**src/rtl/ntcat_pkg.sv**
```systemverilog
package ntcat_pkg;

   localparam int ADC_W   = 12;
   localparam int TEMP_W  = 12;
   localparam int PROD_W  = 26;
   localparam int DIV_W   = 24;
   localparam int COEF_W  = 20;
   localparam int P1_W    = 30;
   localparam int POLY_W  = 33;
   localparam int TQ_W    = POLY_W - 12;
   localparam int POLY_STAGES = 9;

   localparam logic [ADC_W-1:0] ADC_MAX   = 12'd4095;
   localparam logic [ADC_W-1:0] ADC_AT_25 = 12'd2786;

   localparam logic [17:0] HI_K3 = 18'd134764;
   localparam logic [17:0] LO_K3 = 18'd9504;
   localparam logic signed [COEF_W-1:0] HI_K2 = 20'sd56037;
   localparam logic signed [COEF_W-1:0] LO_K2 = 20'sd6730;
   localparam logic signed [COEF_W-1:0] HI_K1 = 20'sd8711;
   localparam logic signed [COEF_W-1:0] LO_K1 = 20'sd1677;
   localparam logic signed [COEF_W-1:0] HI_K0 = 20'sd700;
   localparam logic signed [COEF_W-1:0] LO_K0 = 20'sd876;

   localparam logic signed [TQ_W:0] TEMP_AT_25 = 22'sd250;
   localparam logic signed [TQ_W:0] TEMP_MIN   = -22'sd300;
   localparam logic signed [TQ_W:0] TEMP_MAX   = 22'sd1100;

   localparam logic [2:0] CSR_PULL_UP      = 3'd0;
   localparam logic [2:0] CSR_CAL_IN_LOW   = 3'd1;
   localparam logic [2:0] CSR_CAL_IN_HIGH  = 3'd2;
   localparam logic [2:0] CSR_CAL_OUT_LOW  = 3'd3;
   localparam logic [2:0] CSR_CAL_OUT_HIGH = 3'd4;

   typedef struct packed {
      logic              neg;
      logic              bypass;
      logic [ADC_W-1:0]  raw;
      logic [DIV_W-1:0]  mag;
   } div_req_type;

   typedef struct packed {
      logic              neg;
      logic              bypass;
      logic [ADC_W-1:0]  raw;
      logic [DIV_W-1:0]  quo;
   } div_rsp_type;

   // Divide by 4096 with truncation toward zero.
   function automatic logic signed [TQ_W-1:0] trunc_div(input logic signed [POLY_W-1:0] p);
      logic signed [POLY_W-1:0] b;
      b = p + (p[POLY_W-1] ? 33'sd4095 : 33'sd0);
      return b[POLY_W-1:12];
   endfunction

endpackage

```
**src/rtl/ntcat_div.sv**
```systemverilog
module ntcat_div (
   input  logic                                clock,
   input  logic                                reset,
   input  logic [ntcat_pkg::ADC_W-1:0]         divisor,
   input  logic                                in_valid,
   output logic                                in_ready,
   input  ntcat_pkg::div_req_type              in_data,
   output logic                                out_valid,
   input  logic                                out_ready,
   output ntcat_pkg::div_rsp_type              out_data
);

   localparam int N = ntcat_pkg::DIV_W;

   typedef struct packed {
      logic                            neg;
      logic                            bypass;
      logic [ntcat_pkg::ADC_W-1:0]     raw;
      logic [ntcat_pkg::ADC_W-1:0]     rem;
      logic [ntcat_pkg::DIV_W-1:0]     nq;
   } stage_type;

   stage_type stage_ff [N];
   logic      valid_ff [N];
   logic      adv      [N];
   stage_type head;

   assign head = '{neg: in_data.neg, bypass: in_data.bypass, raw: in_data.raw,
                   rem: '0, nq: in_data.mag};

   for (genvar s = 0; s < N; s++) begin : g_stage
      stage_type                     src;
      stage_type                     stage_in;
      logic                          src_valid;
      logic [ntcat_pkg::ADC_W:0]     trial;
      logic [ntcat_pkg::ADC_W:0]     diff;
      logic                          ge;

      if (s == 0) begin : g_first
         assign src       = head;
         assign src_valid = in_valid;
      end else begin : g_next
         assign src       = stage_ff[s-1];
         assign src_valid = valid_ff[s-1];
      end

      if (s == N - 1) begin : g_last
         assign adv[s] = !valid_ff[s] || out_ready;
      end else begin : g_mid
         assign adv[s] = !valid_ff[s] || adv[s+1];
      end

      // one quotient bit per stage: shift in the next numerator bit, try to subtract
      assign trial = {src.rem, src.nq[N-1]};
      assign diff  = trial - {1'b0, divisor};
      assign ge    = trial >= {1'b0, divisor};

      always_comb begin
         stage_in     = src;
         stage_in.rem = ge ? diff[ntcat_pkg::ADC_W-1:0] : trial[ntcat_pkg::ADC_W-1:0];
         stage_in.nq  = {src.nq[N-2:0], ge};
      end

      always_ff @(posedge clock) begin
         if (reset) begin
            valid_ff[s] <= 1'b0;
         end else if (adv[s]) begin
            valid_ff[s] <= src_valid;
         end
      end

      always_ff @(posedge clock) begin
         if (adv[s]) begin
            stage_ff[s] <= stage_in;
         end
      end
   end

   assign in_ready  = adv[0];
   assign out_valid = valid_ff[N-1];
   assign out_data  = '{neg: stage_ff[N-1].neg, bypass: stage_ff[N-1].bypass,
                        raw: stage_ff[N-1].raw, quo: stage_ff[N-1].nq};

endmodule

```
**src/rtl/ntcat_poly.sv**
```systemverilog
module ntcat_poly (
   input  logic                                clock,
   input  logic                                reset,
   input  logic                                in_valid,
   output logic                                in_ready,
   input  logic [ntcat_pkg::ADC_W-1:0]         adc,
   output logic                                out_valid,
   input  logic                                out_ready,
   output logic signed [ntcat_pkg::TEMP_W-1:0] temp
);

   localparam int N = ntcat_pkg::POLY_STAGES;

   logic valid_ff [N];
   logic adv      [N];

   logic                                  hi_ff [8];
   logic [ntcat_pkg::ADC_W-1:0]           x_ff  [7];
   logic [ntcat_pkg::P1_W-1:0]            p1_ff;
   logic signed [ntcat_pkg::COEF_W-1:0]   s1_ff, s2_ff, s3_ff;
   logic signed [ntcat_pkg::POLY_W-1:0]   p2_ff, p3_ff, p4_ff;
   logic signed [ntcat_pkg::TEMP_W-1:0]   temp_ff;

   logic                                  hi_in;
   logic [ntcat_pkg::ADC_W-1:0]           x_in;
   logic signed [ntcat_pkg::COEF_W-1:0]   s1_in;
   logic signed [ntcat_pkg::TQ_W-1:0]     s2_sum, s3_sum, tq;
   logic signed [ntcat_pkg::TQ_W:0]       t_full;
   logic signed [ntcat_pkg::TEMP_W-1:0]   temp_in;

   for (genvar k = 0; k < N; k++) begin : g_ctl
      if (k == N - 1) begin : g_last
         assign adv[k] = !valid_ff[k] || out_ready;
      end else begin : g_mid
         assign adv[k] = !valid_ff[k] || adv[k+1];
      end
      if (k == 0) begin : g_first
         always_ff @(posedge clock) begin
            if (reset) begin
               valid_ff[k] <= 1'b0;
            end else if (adv[k]) begin
               valid_ff[k] <= in_valid;
            end
         end
      end else begin : g_next
         always_ff @(posedge clock) begin
            if (reset) begin
               valid_ff[k] <= 1'b0;
            end else if (adv[k]) begin
               valid_ff[k] <= valid_ff[k-1];
            end
         end
      end
   end

   // carry branch select and offset along with the data
   for (genvar k = 1; k < 8; k++) begin : g_hi
      always_ff @(posedge clock) begin
         if (adv[k]) begin
            hi_ff[k] <= hi_ff[k-1];
         end
      end
   end

   for (genvar k = 1; k < 7; k++) begin : g_x
      always_ff @(posedge clock) begin
         if (adv[k]) begin
            x_ff[k] <= x_ff[k-1];
         end
      end
   end

   assign hi_in = adc >= ntcat_pkg::ADC_AT_25;
   assign x_in  = hi_in ? adc - ntcat_pkg::ADC_AT_25 : ntcat_pkg::ADC_AT_25 - adc;

   assign s1_in  = $signed({2'b00, p1_ff[ntcat_pkg::P1_W-1:12]})
                   - (hi_ff[1] ? ntcat_pkg::HI_K2 : ntcat_pkg::LO_K2);
   assign s2_sum = ntcat_pkg::trunc_div(p2_ff)
                   + ntcat_pkg::TQ_W'(hi_ff[3] ? ntcat_pkg::HI_K1 : ntcat_pkg::LO_K1);
   assign s3_sum = ntcat_pkg::trunc_div(p3_ff)
                   + ntcat_pkg::TQ_W'(hi_ff[5] ? ntcat_pkg::HI_K0 : ntcat_pkg::LO_K0);
   assign tq     = ntcat_pkg::trunc_div(p4_ff);
   assign t_full = hi_ff[7] ? ntcat_pkg::TEMP_AT_25 - (ntcat_pkg::TQ_W+1)'(tq)
                            : ntcat_pkg::TEMP_AT_25 + (ntcat_pkg::TQ_W+1)'(tq);

   always_comb begin
      if (t_full < ntcat_pkg::TEMP_MIN) begin
         temp_in = ntcat_pkg::TEMP_MIN[ntcat_pkg::TEMP_W-1:0];
      end else if (t_full > ntcat_pkg::TEMP_MAX) begin
         temp_in = ntcat_pkg::TEMP_MAX[ntcat_pkg::TEMP_W-1:0];
      end else begin
         temp_in = t_full[ntcat_pkg::TEMP_W-1:0];
      end
   end

   always_ff @(posedge clock) begin
      if (adv[0]) begin
         hi_ff[0] <= hi_in;
         x_ff[0]  <= x_in;
      end
      if (adv[1]) begin
         p1_ff <= ntcat_pkg::P1_W'(hi_ff[0] ? ntcat_pkg::HI_K3 : ntcat_pkg::LO_K3)
                  * ntcat_pkg::P1_W'(x_ff[0]);
      end
      if (adv[2]) begin
         s1_ff <= s1_in;
      end
      if (adv[3]) begin
         p2_ff <= ntcat_pkg::POLY_W'(s1_ff) * ntcat_pkg::POLY_W'($signed({1'b0, x_ff[2]}));
      end
      if (adv[4]) begin
         s2_ff <= s2_sum[ntcat_pkg::COEF_W-1:0];
      end
      if (adv[5]) begin
         p3_ff <= ntcat_pkg::POLY_W'(s2_ff) * ntcat_pkg::POLY_W'($signed({1'b0, x_ff[4]}));
      end
      if (adv[6]) begin
         s3_ff <= s3_sum[ntcat_pkg::COEF_W-1:0];
      end
      if (adv[7]) begin
         p4_ff <= ntcat_pkg::POLY_W'(s3_ff) * ntcat_pkg::POLY_W'($signed({1'b0, x_ff[6]}));
      end
      if (adv[8]) begin
         temp_ff <= temp_in;
      end
   end

   assign in_ready  = adv[0];
   assign out_valid = valid_ff[N-1];
   assign temp      = temp_ff;

endmodule

```
**src/rtl/ntc_adc_to_temperature.sv**
```systemverilog
// Channel   Ports                        Payload
// ------    ---------------------------  ----------------------------------------
// request   req_tvalid/tready/tdata      raw_adc, 12 bits unsigned
// response  rsp_tvalid/tready/tdata      temp_tenths, 12 bits signed, -300..1100
// config    csr_valid/ready/index/data   index 0..4, data up to 12 bits
//
// One sample enters per cycle while req_tready is high; each passes through 3 front
// stages (capture, multiply, magnitude), 24 stages of the one-bit-per-stage
// calibration divider, 1 clamp stage and 9 polynomial stages.
// Reset clears all valid bits and loads the default calibration registers.
// A held response stalls only the stages behind it; bubbles still drain forward.
module ntc_adc_to_temperature (
   input  logic        clock,
   input  logic        reset,
   input  logic        req_tvalid,
   output logic        req_tready,
   input  logic [15:0] req_tdata,   // [11:0] raw_adc
   output logic        rsp_tvalid,
   input  logic        rsp_tready,
   output logic [15:0] rsp_tdata,   // [11:0] temp_tenths
   input  logic        csr_valid,
   output logic        csr_ready,
   input  logic [2:0]  csr_index,
   input  logic [11:0] csr_data
);

   localparam int AW = ntcat_pkg::ADC_W;

   logic          pull_up_ff;
   logic [AW-1:0] cal_in_low_ff, cal_in_high_ff, cal_out_low_ff, cal_out_high_ff;

   logic          v0_ff, v1_ff, v2_ff, v3_ff;
   logic          adv0, adv1, adv2, adv3;
   logic [AW-1:0] raw0_ff, raw1_ff;
   logic signed [ntcat_pkg::PROD_W-1:0] prod_ff, prod_in, prod_abs;
   logic signed [AW:0]                  diff, slope, span;
   logic [AW-1:0]                       divisor;
   ntcat_pkg::div_req_type              div_req_ff, div_req_in;
   ntcat_pkg::div_rsp_type              div_rsp;
   logic                                div_in_ready, div_out_valid;
   logic [AW-1:0]                       adj_ff, adj_in, cal_val;
   logic [ntcat_pkg::DIV_W:0]           up_sum;
   logic                                poly_in_ready;
   logic signed [ntcat_pkg::TEMP_W-1:0] temp;

   // configuration
   assign csr_ready = 1'b1;

   always_ff @(posedge clock) begin
      if (reset) begin
         pull_up_ff      <= 1'b1;
         cal_in_low_ff   <= '0;
         cal_in_high_ff  <= ntcat_pkg::ADC_MAX;
         cal_out_low_ff  <= '0;
         cal_out_high_ff <= ntcat_pkg::ADC_MAX;
      end else if (csr_valid) begin
         case (csr_index)
            ntcat_pkg::CSR_PULL_UP:      pull_up_ff      <= csr_data[0];
            ntcat_pkg::CSR_CAL_IN_LOW:   cal_in_low_ff   <= csr_data;
            ntcat_pkg::CSR_CAL_IN_HIGH:  cal_in_high_ff  <= csr_data;
            ntcat_pkg::CSR_CAL_OUT_LOW:  cal_out_low_ff  <= csr_data;
            ntcat_pkg::CSR_CAL_OUT_HIGH: cal_out_high_ff <= csr_data;
            default: ;
         endcase
      end
   end

   // front stages
   assign adv2 = !v2_ff || div_in_ready;
   assign adv1 = !v1_ff || adv2;
   assign adv0 = !v0_ff || adv1;
   assign adv3 = !v3_ff || poly_in_ready;
   assign req_tready = adv0;

   assign diff    = $signed({1'b0, raw0_ff}) - $signed({1'b0, cal_in_low_ff});
   assign slope   = $signed({1'b0, cal_out_high_ff}) - $signed({1'b0, cal_out_low_ff});
   assign span    = $signed({1'b0, cal_in_high_ff}) - $signed({1'b0, cal_in_low_ff});
   assign prod_in = ntcat_pkg::PROD_W'(diff) * ntcat_pkg::PROD_W'(slope);
   assign divisor = span[AW] ? AW'(-span) : span[AW-1:0];

   assign prod_abs = prod_ff[ntcat_pkg::PROD_W-1] ? -prod_ff : prod_ff;

   always_comb begin
      div_req_in.neg    = prod_ff[ntcat_pkg::PROD_W-1] ^ span[AW];
      div_req_in.bypass = span == '0;
      div_req_in.raw    = raw1_ff;
      div_req_in.mag    = prod_abs[ntcat_pkg::DIV_W-1:0];
   end

   always_ff @(posedge clock) begin
      if (reset) begin
         v0_ff <= 1'b0;
         v1_ff <= 1'b0;
         v2_ff <= 1'b0;
         v3_ff <= 1'b0;
      end else begin
         if (adv0) v0_ff <= req_tvalid;
         if (adv1) v1_ff <= v0_ff;
         if (adv2) v2_ff <= v1_ff;
         if (adv3) v3_ff <= div_out_valid;
      end
   end

   always_ff @(posedge clock) begin
      if (adv0) begin
         raw0_ff <= req_tdata[AW-1:0];
      end
      if (adv1) begin
         prod_ff <= prod_in;
         raw1_ff <= raw0_ff;
      end
      if (adv2) begin
         div_req_ff <= div_req_in;
      end
      if (adv3) begin
         adj_ff <= adj_in;
      end
   end

   ntcat_div u_div (
      .clock     (clock),
      .reset     (reset),
      .divisor   (divisor),
      .in_valid  (v2_ff),
      .in_ready  (div_in_ready),
      .in_data   (div_req_ff),
      .out_valid (div_out_valid),
      .out_ready (adv3),
      .out_data  (div_rsp)
   );

   // add offset (or pass raw through for a zero input span), clamp to the ADC range, mirror for pull-down
   assign up_sum = {{(ntcat_pkg::DIV_W + 1 - AW){1'b0}}, cal_out_low_ff}
                   + {1'b0, div_rsp.quo};

   always_comb begin
      if (div_rsp.bypass) begin
         cal_val = div_rsp.raw;
      end else if (div_rsp.neg) begin
         if (div_rsp.quo > {{(ntcat_pkg::DIV_W - AW){1'b0}}, cal_out_low_ff}) begin
            cal_val = '0;
         end else begin
            cal_val = cal_out_low_ff - div_rsp.quo[AW-1:0];
         end
      end else if (up_sum > {{(ntcat_pkg::DIV_W + 1 - AW){1'b0}}, ntcat_pkg::ADC_MAX}) begin
         cal_val = ntcat_pkg::ADC_MAX;
      end else begin
         cal_val = up_sum[AW-1:0];
      end
      adj_in = pull_up_ff ? cal_val : ntcat_pkg::ADC_MAX - cal_val;
   end

   ntcat_poly u_poly (
      .clock     (clock),
      .reset     (reset),
      .in_valid  (v3_ff),
      .in_ready  (poly_in_ready),
      .adc       (adj_ff),
      .out_valid (rsp_tvalid),
      .out_ready (rsp_tready),
      .temp      (temp)
   );

   assign rsp_tdata = {{(16 - ntcat_pkg::TEMP_W){1'b0}}, temp};

   assert property (@(posedge clock) disable iff (reset)
      req_tvalid && req_tready |=> v0_ff)
      else $error("request transfer did not load the capture stage");

   assert property (@(posedge clock) disable iff (reset)
      !req_tready |-> v0_ff && v1_ff && v2_ff && !div_in_ready)
      else $error("front stages stalled while a bubble was present");

   assert property (@(posedge clock) disable iff (reset)
      rsp_tvalid |-> ($signed(rsp_tdata[11:0]) >= -12'sd300)
                     && ($signed(rsp_tdata[11:0]) <= 12'sd1100))
      else $error("temperature outside saturation range");

   assert property (@(posedge clock) disable iff (reset)
      rsp_tvalid && !rsp_tready |=> rsp_tvalid && $stable(rsp_tdata))
      else $error("held response changed before its transfer");

endmodule
```
**config.mk**
```make
export PLATFORM = sky130hd
export DESIGN_NAME = ntc_adc_to_temperature
export DESIGN_NICKNAME = d
export VERILOG_FILES = /design/src/rtl/ntcat_pkg.sv /design/src/rtl/ntcat_div.sv /design/src/rtl/ntcat_poly.sv /design/src/rtl/ntc_adc_to_temperature.sv
export SDC_FILE = /design/constraint.sdc
export NUM_CORES = 2
export LEC_CHECK = 0
export BUFFER_PORTS_ARGS = -buffer_cell sky130_fd_sc_hd__buf_2
export CELL_PAD_IN_SITES_DETAIL_PLACEMENT = 0
export CELL_PAD_IN_SITES_GLOBAL_PLACEMENT = 2
export CORE_ASPECT_RATIO = 1.4
export CORE_MARGIN = 10
export CORE_UTILIZATION = 46
export DETAILED_ROUTE_END_ITERATION = 10
export GPL_ROUTABILITY_DRIVEN = 0
export PLACE_DENSITY_LB_ADDON = 0.1
export SYNTH_ARGS = -nofsm -noshare
export SYNTH_HDL_FRONTEND = slang
export SYNTH_SLANG_ARGS = --single-unit
```
**constraint.sdc**
```tcl
create_clock -name clock -period 11.1 [get_ports clock]
set_input_delay 2.22 -clock clock [delete_from_list [all_inputs] [get_ports clock]]
set_output_delay 2.22 -clock clock [all_outputs]
set_load 0.01 [all_outputs]
```
==> flow_metrics.py <==
metrics = {
    "cells_and_area": {
        "nNetsFinal": 10800,
        "final_cell_mix": "edfxtp_1 (1,601), inv_1 (1,327), fa_1 (911)",
        "drive_gt1_frac": 0.0756,
        "layout.area.seq_sq_mm": 0.0491,
        "final_core_util": 0.504,
        "layout_commonest_cell": "edfxtp_1",
        "fillers": 20700,
        "multi_input_area_sq_mm": 0.0536,
        "areaGrowthSynthToFinish_pct": 8.86,
    },
    "hold_path": {
        "min_path_cells": 0,
        "hold_class": "flip-flop to flip-flop",
        "hold_start": "u_div.stage_ff[1][42]$_DFFE_PP_",
        "holdPathEnd": "u_div.stage_ff[1][92]$_DFFE_PP_",
    },
    "sta": {
        "drv_slew": 0,
        "hold_viol": 0,
        "max-slew-margin-rel": 0.166,
        "period_minus_slack_ns": 9.27,
        "fin_setup_tns_ns": 0,
        "worst_pin_slew_ns": 1.25,
        "rsz0062_at_grt": "false",
        "fin_skew_ns": 0.0569,
        "finalSetupViolCount": 0,
        "fin_crit_sh": 0.835,
        "fmax_mhz": 108,
    },
    "synthesis": {
        "synth_area_leaders": "edfxtp_1 (44%), fa_1 (17%), ha_1 (9.1%)",
        "synthArstFlopShare": 0,
        "synth.avg_cell_area_sq_um": 12.0,
        "synth_edf_count": 1601,
        "postSynthCellCount": 9047,
        "synth_area_sq_mm": 0.108,
        "synth_cell_types": 101,
        "yosysTopAreaCell": "edfxtp_1",
        "ys_ff_latch": 1654,
        "synth_warnings": 0,
        "yosysSeqAreaShare": 0.453,
        "synth_top_cell_area_share": 0.443,
        "synth_flop_cell": "edfxtp_1",
    },
    "run": {
        "drv_cap": 0,
    },
    "clock_network": {
        "ctsHoldBuffers": 0,
        "h-tree-depth": 4,
        "cts_setup_buffers": 0,
        "cts-root-buf": "clkbuf_16",
        "cts_made_buffers": 174,
        "cts_resized": 0,
        "cts.path.max_buffers": 4,
        "cts_tree": "yes",
        "cts.sinks": 1654,
        "path_clk_slew_ns": 0.06,
        "insertion_delay_ns": 0.84,
    },
    "floorplanning": {
        "dieHeight_um": 595,
        "dieArea_sq_mm": 0.256,
        "rows": 210,
        "top_level_ports": 55,
        "coreArea_sq_mm": 0.234,
        "fp.dieW_um": 430,
        "initial_utilization": 0.463,
    },
    "global_routing": {
        "antenna_found_initial": 3,
        "grt_use_total": 0.187,
        "grt_first_pass_wirelength_um": 380000,
        "grt_pass1_vias": 68900,
        "grt_max_degree": 55,
        "grt_overflow": 0,
    },
    "worst_setup_path": {
        "cp.required_ns": 8.88,
        "reg2reg_from": "cal_out_low_ff[1]$_SDFFE_PP0P_",
        "crit_path_end_kind": "output port",
        "r2r_end": "prod_ff[25]$_DFFE_PP_",
        "reg2reg_slack_ns": 1.97,
        "critical_path_arrival_ns": 7.05,
        "crit_fanout": 36,
        "start_kind": "input pin",
        "critPathKind": "input pin to output port",
        "rr_worst_depth": 33,
    },
    "outcome": {
        "status": "complete, no violations",
    },
    "detailed_routing": {
        "dr_total_vias": 64600,
        "ant_nets": 0,
        "drc": 0,
        "drt-total-wl_um": 239000,
        "dr.pass1.iters": 5,
        "drtIter0Drc": 3070,
        "vias_per_cell": 5.25,
        "wl_per_cell_um": 19.4,
    },
    "place": {
        "port-buffer-count": 45,
        "dp_hpwl_um": 180000,
    },
}
==> critical path, cell delays in order <==
cell and delay, ns:
buf_2 0.10, and2b_1 0.27, and2_1 0.18, inv_2 0.38, nor2_1 0.34, and2_1 0.25, inv_2 0.06, nor4_2 0.53
inv_2 0.07, nor2_1 0.54, nand2_2 0.11, nor2_1 0.32, and3_1 0.31, and3_1 0.36, nand4_1 0.61, buf_2 0.37
==> cell type report <==
type                            instances  area share
Antenna cell                            3   0.0000636
Timing Repair Buffer                  125     0.00712
Inverter                             1345      0.0428
Clock buffer                          191      0.0375
Tap cell                             3074      0.0326
Sequential cell                      1654       0.416
Multi-Input combinational cell       5814       0.454
Clock inverter                        115     0.00992
==> worst max-delay path by stage <==
stage | startpoint | end | slack (ns) | depth (start not counted)
6_report | rsp_tready | req_tready | 1.83 | 16
5_1_grt | cal_out_low_ff[1]$_SDFFE_PP0P_ | prod_ff[25]$_DFFE_PP_ | 1.27 | 33
4_1_cts | rsp_tready | req_tready | 1.84 | 16
3_5_place_dp | rsp_tready | req_tready | 1.86 | 16
3_3_place_gp | rsp_tready | req_tready | 1.99 | 16
2_1_floorplan | rsp_tready | req_tready | 0.59 | 15
==> stage by stage <==
stage / std cells / cell area (sq um) / worst slack, ns / hold WS, ns
floorplan: 9063 / 109000 / 0.591 / 0.400
global placement: 12000 / 112000 / 1.99 / 0.400
detailed placement: 12000 / 112000 / 1.86 / 0.405
CTS: 12300 / 118000 / 1.84 / 0.392
global route: 12300 / 118000 / 1.27 / 0.403
finish: 12300 / 118000 / 1.83 / 0.399
==> layer usage <==
layer	global-route usage	up-vias	share of wire
li1	-	30800	-
met1	0.209	32600	0.38
met2	0.369	823	0.57
met3	0.0175	356	0.023
met4	0.0561	0	0.029
met5	0	-	0
==> logic make-up after synthesis <==
logic type	after synthesis	synth area share
compound gates	1172	0.0706
mux	250	0.0256
other cells	2	0.0000692
simple gates	2239	0.101
flops	1654	0.453
xor+xnor	432	0.0350
fa+ha+maj	1703	0.259
buf+inv	1595	0.0555
==> sequential cells by signal (all words and copies together), names as in the netlist, 9 cells and up <==
| signal | cells |
|---|---|
| raw0_ff | 12 |
| cal_in_high_ff | 12 |
| u_poly.p3_ff | 33 |
| cal_out_low_ff | 12 |
| u_div.valid_ff | 24 |
| u_poly.s2_ff | 20 |
| cal_in_low_ff | 12 |
| raw1_ff | 12 |
| cal_out_high_ff | 12 |
| u_poly.p1_ff | 18 |
| div_req_ff | 38 |
| prod_ff | 25 |
| u_poly.s3_ff | 20 |
| u_poly.x_ff | 84 |
| u_poly.s1_ff | 20 |
| u_poly.valid_ff | 9 |
| adj_ff | 12 |
| u_div.stage_ff | 1188 |
| u_poly.temp | 12 |
| u_poly.p4_ff | 33 |
| u_poly.p2_ff | 33 |
==> synth_stat cells (49+ instances only) <==
library cell	instances
o21bai_1	61
ha_1	788
xnor2_1	323
nor2_1	433
nand3_1	82
fa_1	911
edfxtp_1	1601
dfxtp_1	53
nor3_1	71
nand2_1	793
a21o_1	88
o21a_1	49
a31oi_1	50
o21ai_0	233
xor2_1	108
nor2b_1	89
a211oi_1	72
inv_1	1339
clkbuf_1	230
a21oi_1	301
a21boi_0	87
nand2b_1	49
nand4_1	99
mux2_2	221
and2_1	427
Power is left out: the tool's default activity adds up to more than one toggle a clock period on the data nets, which glitch-free logic cannot reach.
